File: config.mk
export PLATFORM = sky130hd
export DESIGN_NAME = fti_ctrl
export DESIGN_NICKNAME = d
export VERILOG_FILES = /design/src/rtl/fti_pkg.sv /design/src/rtl/fti_ctrl.sv
export SDC_FILE = /design/constraint.sdc
export NUM_CORES = 1
export LEC_CHECK = 0
export BUFFER_PORTS_ARGS = -buffer_cell sky130_fd_sc_hd__buf_4
export CORE_AREA = 3 3 40 42
export CTS_BUF_LIST = sky130_fd_sc_hd__clkbuf_4 sky130_fd_sc_hd__clkbuf_8 sky130_fd_sc_hd__clkbuf_16
export DETAILED_ROUTE_END_ITERATION = 10
export DIE_AREA = 0 0 43 45
export GPL_ROUTABILITY_DRIVEN = 0
export GPL_TIMING_DRIVEN = 0
export PLACE_DENSITY = 0.69
export SLEW_MARGIN = 20
export SYNTH_ARGS = -nofsm -noshare
export SYNTH_HDL_FRONTEND = slang
export SYNTH_SLANG_ARGS = --single-unit
File: constraint.sdc
create_clock -name clk -period 1.9 [get_ports clk]
set_input_delay 0.38 -clock clk [delete_from_list [all_inputs] [get_ports clk]]
set_output_delay 0.38 -clock clk [all_outputs]
set_load 0.02 [all_outputs]
File: src/rtl/fti_pkg.sv
// fti_pkg: shared constants, codes and types of the fenwick tree inversion counter
// no dependencies; imported by every module of the block
`timescale 1ns / 1ps

package fti_pkg;

  localparam int TREE_DEPTH = 1024;
  localparam int ADDR_W     = $clog2(TREE_DEPTH);
  localparam int IDX_W      = ADDR_W + 2;
  localparam int POS_W      = 11;
  localparam int CFG_W      = 11;
  localparam int DATA_W     = 32;

  localparam logic [CFG_W-1:0] TREE_SIZE_RESET = CFG_W'(1024);

  typedef enum logic [1:0] {
    ACT_ADD   = 2'd0,
    ACT_QUERY = 2'd1,
    ACT_STEP  = 2'd2,
    ACT_CLEAR = 2'd3
  } act_t;

  typedef enum logic [3:0] {
    ST_INIT,
    ST_IDLE,
    ST_DECODE,
    ST_Q_RD,
    ST_Q_ACC,
    ST_U_RD,
    ST_U_WR,
    ST_CLEAR,
    ST_DONE
  } fti_state_t;

  typedef struct packed {
    logic load_item;
    logic start_query;
    logic start_update;
    logic mem_rd;
    logic q_acc;
    logic u_wr;
    logic clr_start;
    logic clr_wr;
    logic inv_upd;
    logic result_load;
  } fti_cmd_t;

  typedef struct packed {
    act_t action;
    logic pos_err;
    logic k_zero;
    logic k_in_range;
    logic sweep_last;
    logic out_free;
  } fti_stat_t;

endpackage

File: src/rtl/fti_ctrl.sv
// fti_ctrl: sequencer for query walks, update walks and clearing sweeps
// depends on fti_pkg; drives fti_datapath through fti_cmd_t
`timescale 1ns / 1ps

module fti_ctrl import fti_pkg::*; (
  input  logic      clk,
  input  logic      rst_n,
  input  logic      in_valid,
  output logic      in_ready,
  input  fti_stat_t stat,
  output fti_cmd_t  cmd
);

  fti_state_t state_r, state_nxt;

  always_ff @(posedge clk) begin
    if (!rst_n) begin
      state_r <= ST_INIT;
    end else begin
      state_r <= state_nxt;
    end
  end

  always_comb begin
    state_nxt = state_r;
    unique case (state_r)
      ST_INIT: begin
        if (stat.sweep_last) state_nxt = ST_IDLE;
      end
      ST_IDLE: begin
        if (in_valid) state_nxt = ST_DECODE;
      end
      ST_DECODE: begin
        if (stat.action == ACT_CLEAR) state_nxt = ST_CLEAR;
        else if (stat.pos_err) state_nxt = ST_DONE;
        else if (stat.action == ACT_ADD) state_nxt = ST_U_RD;
        else state_nxt = ST_Q_RD;
      end
      ST_Q_RD: begin
        if (!stat.k_zero) state_nxt = ST_Q_ACC;
        else if (stat.action == ACT_STEP) state_nxt = ST_U_RD;
        else state_nxt = ST_DONE;
      end
      ST_Q_ACC: state_nxt = ST_Q_RD;
      ST_U_RD: begin
        if (stat.k_in_range) state_nxt = ST_U_WR;
        else state_nxt = ST_DONE;
      end
      ST_U_WR: state_nxt = ST_U_RD;
      ST_CLEAR: begin
        if (stat.sweep_last) state_nxt = ST_DONE;
      end
      ST_DONE: begin
        if (stat.out_free) state_nxt = ST_IDLE;
      end
      default: state_nxt = ST_INIT;
    endcase
  end

  always_comb begin
    cmd      = '0;
    in_ready = 1'b0;
    unique case (state_r)
      ST_INIT: cmd.clr_wr = 1'b1;
      ST_IDLE: begin
        in_ready      = 1'b1;
        cmd.load_item = in_valid;
      end
      ST_DECODE: begin
        if (stat.action == ACT_CLEAR) cmd.clr_start = 1'b1;
        else if (!stat.pos_err && stat.action == ACT_ADD) cmd.start_update = 1'b1;
        else if (!stat.pos_err) cmd.start_query = 1'b1;
      end
      ST_Q_RD: begin
        if (!stat.k_zero) cmd.mem_rd = 1'b1;
        else if (stat.action == ACT_STEP) cmd.start_update = 1'b1;
      end
      ST_Q_ACC: cmd.q_acc = 1'b1;
      ST_U_RD: begin
        if (stat.k_in_range) cmd.mem_rd = 1'b1;
        else if (stat.action == ACT_STEP) cmd.inv_upd = 1'b1;
      end
      ST_U_WR: cmd.u_wr = 1'b1;
      ST_CLEAR: cmd.clr_wr = 1'b1;
      ST_DONE: cmd.result_load = stat.out_free;
      default: cmd = '0;
    endcase
  end

endmodule

**Word-level counts from Yosys, hierarchy flattened**

Cells that the tools add are included.

- Register bits: 4
- Bits in latches: 0
- Memory bits (writable): 0
- ROM bits: 0
- Input port bits: 10
- Word-level logic and storage cells: 53
- Memories kept: 0

- $add $sub $neg: 0
- Multiply operators: 0
- Div/mod/pow operators: 0
- Magnitude comparators: 0
- Eq/ne operators: 14
- Shift-type cells: 0
- Mux-type cells: 32
- Bitwise gates (word level): 0
- Reduce and logical (&&, ||, !) cells: 6

Operators with widths:

| kind | count |
|---|---|
| $mux 4 | 9 |
| $pmux 4 s9 | 1 |
| $mux 1 | 18 |
| $eq 4x3->1 const B | 4 |
| $eq 4x2->1 const B | 2 |
| $ne 2x2->1 const B | 4 |
| $eq 2x2->1 const B | 2 |
| $eq 4x1->1 const B | 1 |
| $eq 4x4->1 const B | 1 |
| $logic_not 4->1 | 1 |
| $pmux 1 s2 | 2 |
| $reduce_and 4->1 | 1 |
| $mux 3 | 1 |
| $logic_not 2->1 | 1 |
| $mux 2 | 1 |
| $reduce_or 2->1 | 1 |
| $logic_and 1x1->1 | 1 |
| $logic_not 1->1 | 1 |

**Depth between registers and ports, before layout**

Gate-level depths: netlist of run 1.

- Depth in word-level cells: 5
- Mapped depth: 5

**Worst setup path after synthesis of run 1**

Ideal clock, no wire load.

- Path type: reg-to-output
- Start point: reg state_r[2]
- End point: out cmd[8] in the netlist's numbering
- Arrival: 1.439 ns
- Setup slack: 0.081 ns
- Cell stages (with the launch flop): 3
- Buffers on the path: 0
- Cell sequence: dfxtp_1 or4b_1 nor3_1

RTL lines:

| what | RTL line | text |
|---|---|---|
| start: declaration | fti_ctrl.sv:14 | `fti_state_t state_r, state_nxt;` |
| start signal: assignment | fti_ctrl.sv:20 | `state_r <= state_nxt;` |
| end: declaration | fti_ctrl.sv:11 | `output fti_cmd_t cmd` |

==> results of run 1 <==
critical path: stages (launching register included):
cell,delay (ns)
dfxtp_2,0.33
or4b_4,0.56
buf_4,0.16
nor2_1,0.09
buf_4,0.14
timing repair:
item	4_1_cts	5_1_grt
hold endpoints to repair	0	0
pin swaps	1	1
resized for setup	6	4
setup buffers	0	1
endpoints found under the setup margin	4	5
cells in the final DEF, fill, tap and decap left out, drive strengths merged, types with 2 or more instances in the layout:
master	instances
nand2b	5
a31oi	2
a21oi	7
o21ai	3
nand2	6
dfxtp	4
nor2	6
or4b	2
buf	22
inv	5
nor3	8
a211oi	2
clkbuf	6
synth_stat cells, types with 2 or more instances:
library cell	instances	area (um^2)
a211oi_1	2	15.0
a21oi_1	6	30.0
a31oi_1	2	12.5
clkbuf_1	3	11.3
dfxtp_1	4	80.1
inv_1	5	18.8
nand2_1	6	22.5
nand2b_1	4	25.0
nor2_1	6	22.5
nor3_1	8	40.0
o21ai_0	2	10.0
metrics by stage:
stage	area, um^2	TNS (ns)	setup WS (ns)
after floorplan	495	0	0.0805
after CTS	701	-0.0321	-0.0321
after global routing	716	-0.214	-0.0934
after detailed placement	664	0	0.0839
final	716	0	0.00708
after global placement	664	0	0.0666
how the worst max path moves through the flow:
| stage | endpoint | from | slack (ns) |
|---|---|---|---|
| after floorplan | cmd[8] | state_r[2] | 0.08 |
| after global placement | cmd[7] | state_r[2] | 0.07 |
| after detailed placement | cmd[7] | state_r[2] | 0.08 |
| after CTS | cmd[7] | state_r[0] | -0.03 |
| after global routing | cmd[7] | state_r[0] | -0.09 |
| final | cmd[3] | state_r[0] | 0.007 |
per-layer routing:
layer	up-vias	wire length, um	global-route usage
met4	0	0	0.0241
met2	19	675	0.251
li1	316	-	-
met1	281	668	0.207
met3	0	101	0.0637
met5	-	0	0
logic make-up (layout without fill, tap and decap cells):
kind of cell,count (synthesis),count (layout),synth area share
AO/OA/AOI/OAI,22,22,0.311
XOR/XNOR,1,1,0.0177
AND/OR/NAND/NOR,36,36,0.419
flip-flops,4,4,0.162
adder cells (fa/ha/maj),1,1,0.0202
buffers and inverters,9,33,0.0707
area by class of cell:
cell class	instances	area (um^2)	share of cell area
tap	15	18.8	0.0262
sequential	4	83.8	0.117
timing repair buffer	21	158	0.220
multi-input combinational	60	394	0.551
clock buffer	3	22.5	0.0315
buffer	4	20.0	0.0280
inverter	5	18.8	0.0262
power groups by stage:
stage | Combinational, mW | Clock, mW | Sequential [mW]
2_1_floorplan | 0.107 | 0 | 0.0973
3_3_place_gp | 0.166 | 0 | 0.0989
3_5_place_dp | 0.167 | 0 | 0.0991
4_1_cts | 0.171 | 0.109 | 0.0989
5_1_grt | 0.190 | 0.119 | 0.101
6_report | 0.175 | 0.102 | 0.0994
==> impl_metrics.ini, run 1 <==
[power]
internal-power_mw = 0.240
p_clk_frac = 0.272
powerDensity_mw_per_mm2 = 526
ir_drop_uv = 378
swShare = 0.362
leakagePower_nw = 0.317
p_comb_frac = 0.464
switchingPower_mw = 0.136
pwr-share-seq = 0.264
total_power_mw = 0.376

[cells_and_area]
fill_cells = 129
largest_register = state_r
top_regs = state_r x4
drive_above_1_share = 0.392
n_antenna_cell = 0
largest_reg_flops = 4
syn_to_final_growth_pct = 44.4
finalNetCount = 109
fin_util = 0.557
layoutNonFillerInstCount = 112

[setup_path]
rr_endpoint = state_r[1]
reg2reg_slack_ns = 0.44
ff2ff_path_depth = 5
crit_arrival_ns = 1.51
critPathLaunchType = flip-flop
worstReg2RegStart = state_r[1]
path_class = flip-flop to primary output
required_ns = 1.52
endpoint_kind = primary output
crit_path_max_fanout = 6

[global_routing]
grt_overflow = 0
antenna_found_initial = 0
grt_start_max_net_pins = 11
grt_pass1_wl_mm = 2.33
grt_pass1_vias = 539
grt_usage = 0.158

[synthesis]
synth_nets = 83
synth_edf_count = 0
synth_area_per_cell_um2 = 6.79
synthArstFlopShare = 0
ys_warn_count = 0
netlist_area_um2 = 495
ys_seq_area_frac = 0.162
ys_ff_latch = 4
synth_flop_cell = dfxtp_1
yosysUniqueCellTypes = 36
synth_cells = 73

[cts]
htree_levels = 1
postCtsHoldBufs = 0
numCtsBuffers = 3
cts.path.max_buffers = 2
cts_tree = yes
clk_pin_slew_worst_paths_ns = 0.04
insertion_delay_ns = 0.23
clock-sinks = 4
cts_root_buffer = clkbuf_4

[sta]
worst_pin_slew_ns = 0.441
timing.final.crit_share = 0.996
fin_worst_skew_ns = 0.00106
hold_viol = 0
slew_headroom = 0.704
setup_violations = 0
finalMaxSlewViolations = 0
period_needed_ns = 1.89
hold_ws_ns = 0.419
rsz0062_at_grt = true
fmax_mhz = 528

[placed_design]
port_buffers = 20
post-dp-hpwl_mm = 1.10
dp.cells = 108

[floorplanning]
dieArea_mm2 = 0.00194
fp-row-count = 13
core_mm2 = 0.00128
die_w_um = 43
io_pins = 21
die_h_um = 45
start_util = 0.386

[route]
dr.pass1.iters = 4
vias_per_cell = 5.50
vias = 616
drc = 0
drt-total-wl_mm = 1.45
routedWlPerCell_um = 12.9
postRouteAntennaNets = 0
drt_iter0_drc = 17

[run]
cap_violations = 0

[status]
status = finished clean

[hold_path]
holdCritPathClass = primary input to flip-flop
hold_start = rst_n
hold_depth = 3
holdPathEnd = state_r[0]
Power figures use the tool's default switching activity.
==> run 2, diff against run 1 <==
Settings changed: ABC_AREA set to 1, PLACE_DENSITY 0.69 to 0.68.
==> impl_metrics.ini, run 2 <==
[cells_and_area]
final_area_um2 = 684
finalNetCount = 124
largest_register = state_r
top_regs = state_r x4
n_antenna_cell = 0
seq_area_um2 = 81.3
multi_input_area_um2 = 340
layout_common_cells = nand2_1 (24), buf_4 (20), inv_1 (15)
syn_to_final_growth_pct = 40.6
layoutNonFillerInstCount = 127
fill_cells = 142
largest_reg_flops = 4
drive_above_1_share = 0.348
mostFrequentLayoutCell = nand2_1

[cts]
cts_resized = 0
htree_levels = 1
cts_setup_buffers = 0
insertion_delay_ns = 0.23
clock-sinks = 4
cts.path.max_buffers = 2
clk_pin_slew_worst_paths_ns = 0.03
cts_tree = yes
numCtsBuffers = 3
postCtsHoldBufs = 0
cts_root_buffer = clkbuf_4

[synthesis]
synth_top_cell_by_area = nand2_1
yosys.area_share.simple = 0.576
yosysUniqueCellTypes = 20
synth-compound-area-share = 0.113
synth_flop_cell = dfxtp_1
synth_edf_count = 0
ys_seq_area_frac = 0.165
synth_xor_area_frac = 0
synth.most_common_cell = nand2_1
ys_warn_count = 0
synth_area_leaders = nand2_1 (19%), dfxtp_1 (16%), inv_1 (12%)
synthAdderAreaFrac = 0
synth_area_per_cell_um2 = 5.47
netlist_area_um2 = 487
synth_top_family_by_area = simple AND/OR/NAND/NOR gates
synth_cells = 89
ys_ff_latch = 4
synth_top_area_frac = 0.185
ys_top_cells_by_count = nand2_1 (24), inv_1 (15), nand3_1 (10), nor2_1 (10)
synthArstFlopShare = 0
synthMuxAreaShare = 0
synth_nets = 99

[floorplanning]
io_pins = 21
fp-row-count = 13
dieArea_mm2 = 0.00194
die_h_um = 45
die_w_um = 43
core_mm2 = 0.00128
start_util = 0.379

[placed_design]
post-dp-hpwl_mm = 1.03
dp.cells = 124
postPlaceCellArea_um2 = 656
port_buffers = 20

[route]
vias_per_cell = 4.58
dr.pass1.iters = 4
drt_iter0_drc = 5
routedWlPerCell_um = 9.60
drt-total-wl_mm = 1.22
drc = 0
vias = 582
postRouteAntennaNets = 0

[sta]
rsz0062_at_grt = false
slew_headroom = 0.842
period_needed_ns = 1.77
hold_ws_ns = 0.427
worst_pin_slew_ns = 0.237
fmax_mhz = 564
setup_violations = 0
fin_worst_skew_ns = 0.00210
finalSetupTns_ns = 0
finalMaxSlewViolations = 0
timing.final.crit_share = 0.933
hold_viol = 0

[setup_path]
path_delay_family = buffers and inverters
crit_path_max_fanout = 6
worst-path-stages = 6
crit_slowest_cell = dfxtp_1
required_ns = 1.52
critical_path.cell_chain = inv_2, nand2_1, nor2_4, inv_1, o31ai_2, buf_4
path_class = flip-flop to primary output
critPathLaunchType = flip-flop
path_buf_inv = 3
ff2ff_path_depth = 6
endpoint_kind = primary output
cpPeakStageDelay_ns = 0.36
crit_arrival_ns = 1.39

[hold_path]
hold_depth = 3
holdCritPathClass = primary input to flip-flop

[global_routing]
antenna_found_initial = 0
grt_start_max_net_pins = 8
grt_usage = 0.134
grt_pass1_vias = 553
grt_pass1_wl_mm = 2.06
grt_overflow = 0

[run]
cap_violations = 0

[power]
ir_drop_uv = 443
powerDensity_mw_per_mm2 = 961
leakagePower_nw = 0.387
total_power_mw = 0.658

[status]
status = finished clean
==> run 2: final cells by class <==
type / count / area share
flip-flops and latches: 4 / 0.119
multi-input cells: 66 / 0.497
clock buffers: 3 / 0.0329
well taps: 15 / 0.0274
repair buffers: 20 / 0.219
inverters: 19 / 0.104
==> run 2: through the flow <==
| stage | worst slack (ns) | util |
|---|---|---|
| finish | 0.128 | 0.533 |
| detailed placement | 0.346 | 0.510 |
| global placement | 0.320 | 0.510 |
| CTS | 0.0804 | 0.528 |
| global route | 0.00887 | 0.533 |
| floorplan | 0.248 | - |
==> run 2: cells by family (layout without fill, tap and decap cells) <==
logic type / count (synthesis) / count (layout)
DFF: 4 / 4
AOI/OAI and AO/OA: 9 / 9
buffers and inverters: 19 / 42
and+or+nand+nor: 57 / 57
==> run 2: final timing paths <==
kind / start / endpoint / slack (ns)
worst min-delay path: rst_n / state_r[0] / 0.43
worst min register to register: state_r[0] / state_r[0] / 0.60
worst max register to register: state_r[0] / state_r[1] / 0.73
worst max-delay path: state_r[0] / cmd[7] / 0.13
==> run 2: power by group <==
part / switching [mW] / leakage, nW / internal, mW
logic: 0.255 / 0.340 / 0.159
clock network: 0.0312 / 0.0138 / 0.0704
registers: 0.0358 / 0.0331 / 0.106
==> run 2: routing by layer <==
layer | wire, um | GRT usage
met1 | 572 | 0.171
met5 | 0 | 0
met3 | 86 | 0.0398
met2 | 561 | 0.231
met4 | 0 | 0.0181
==> run 2: tightest hold or removal path: stages <==
cell and delay, ns:
buf_4 0.07, inv_1 0.06, a21oi_2 0.10
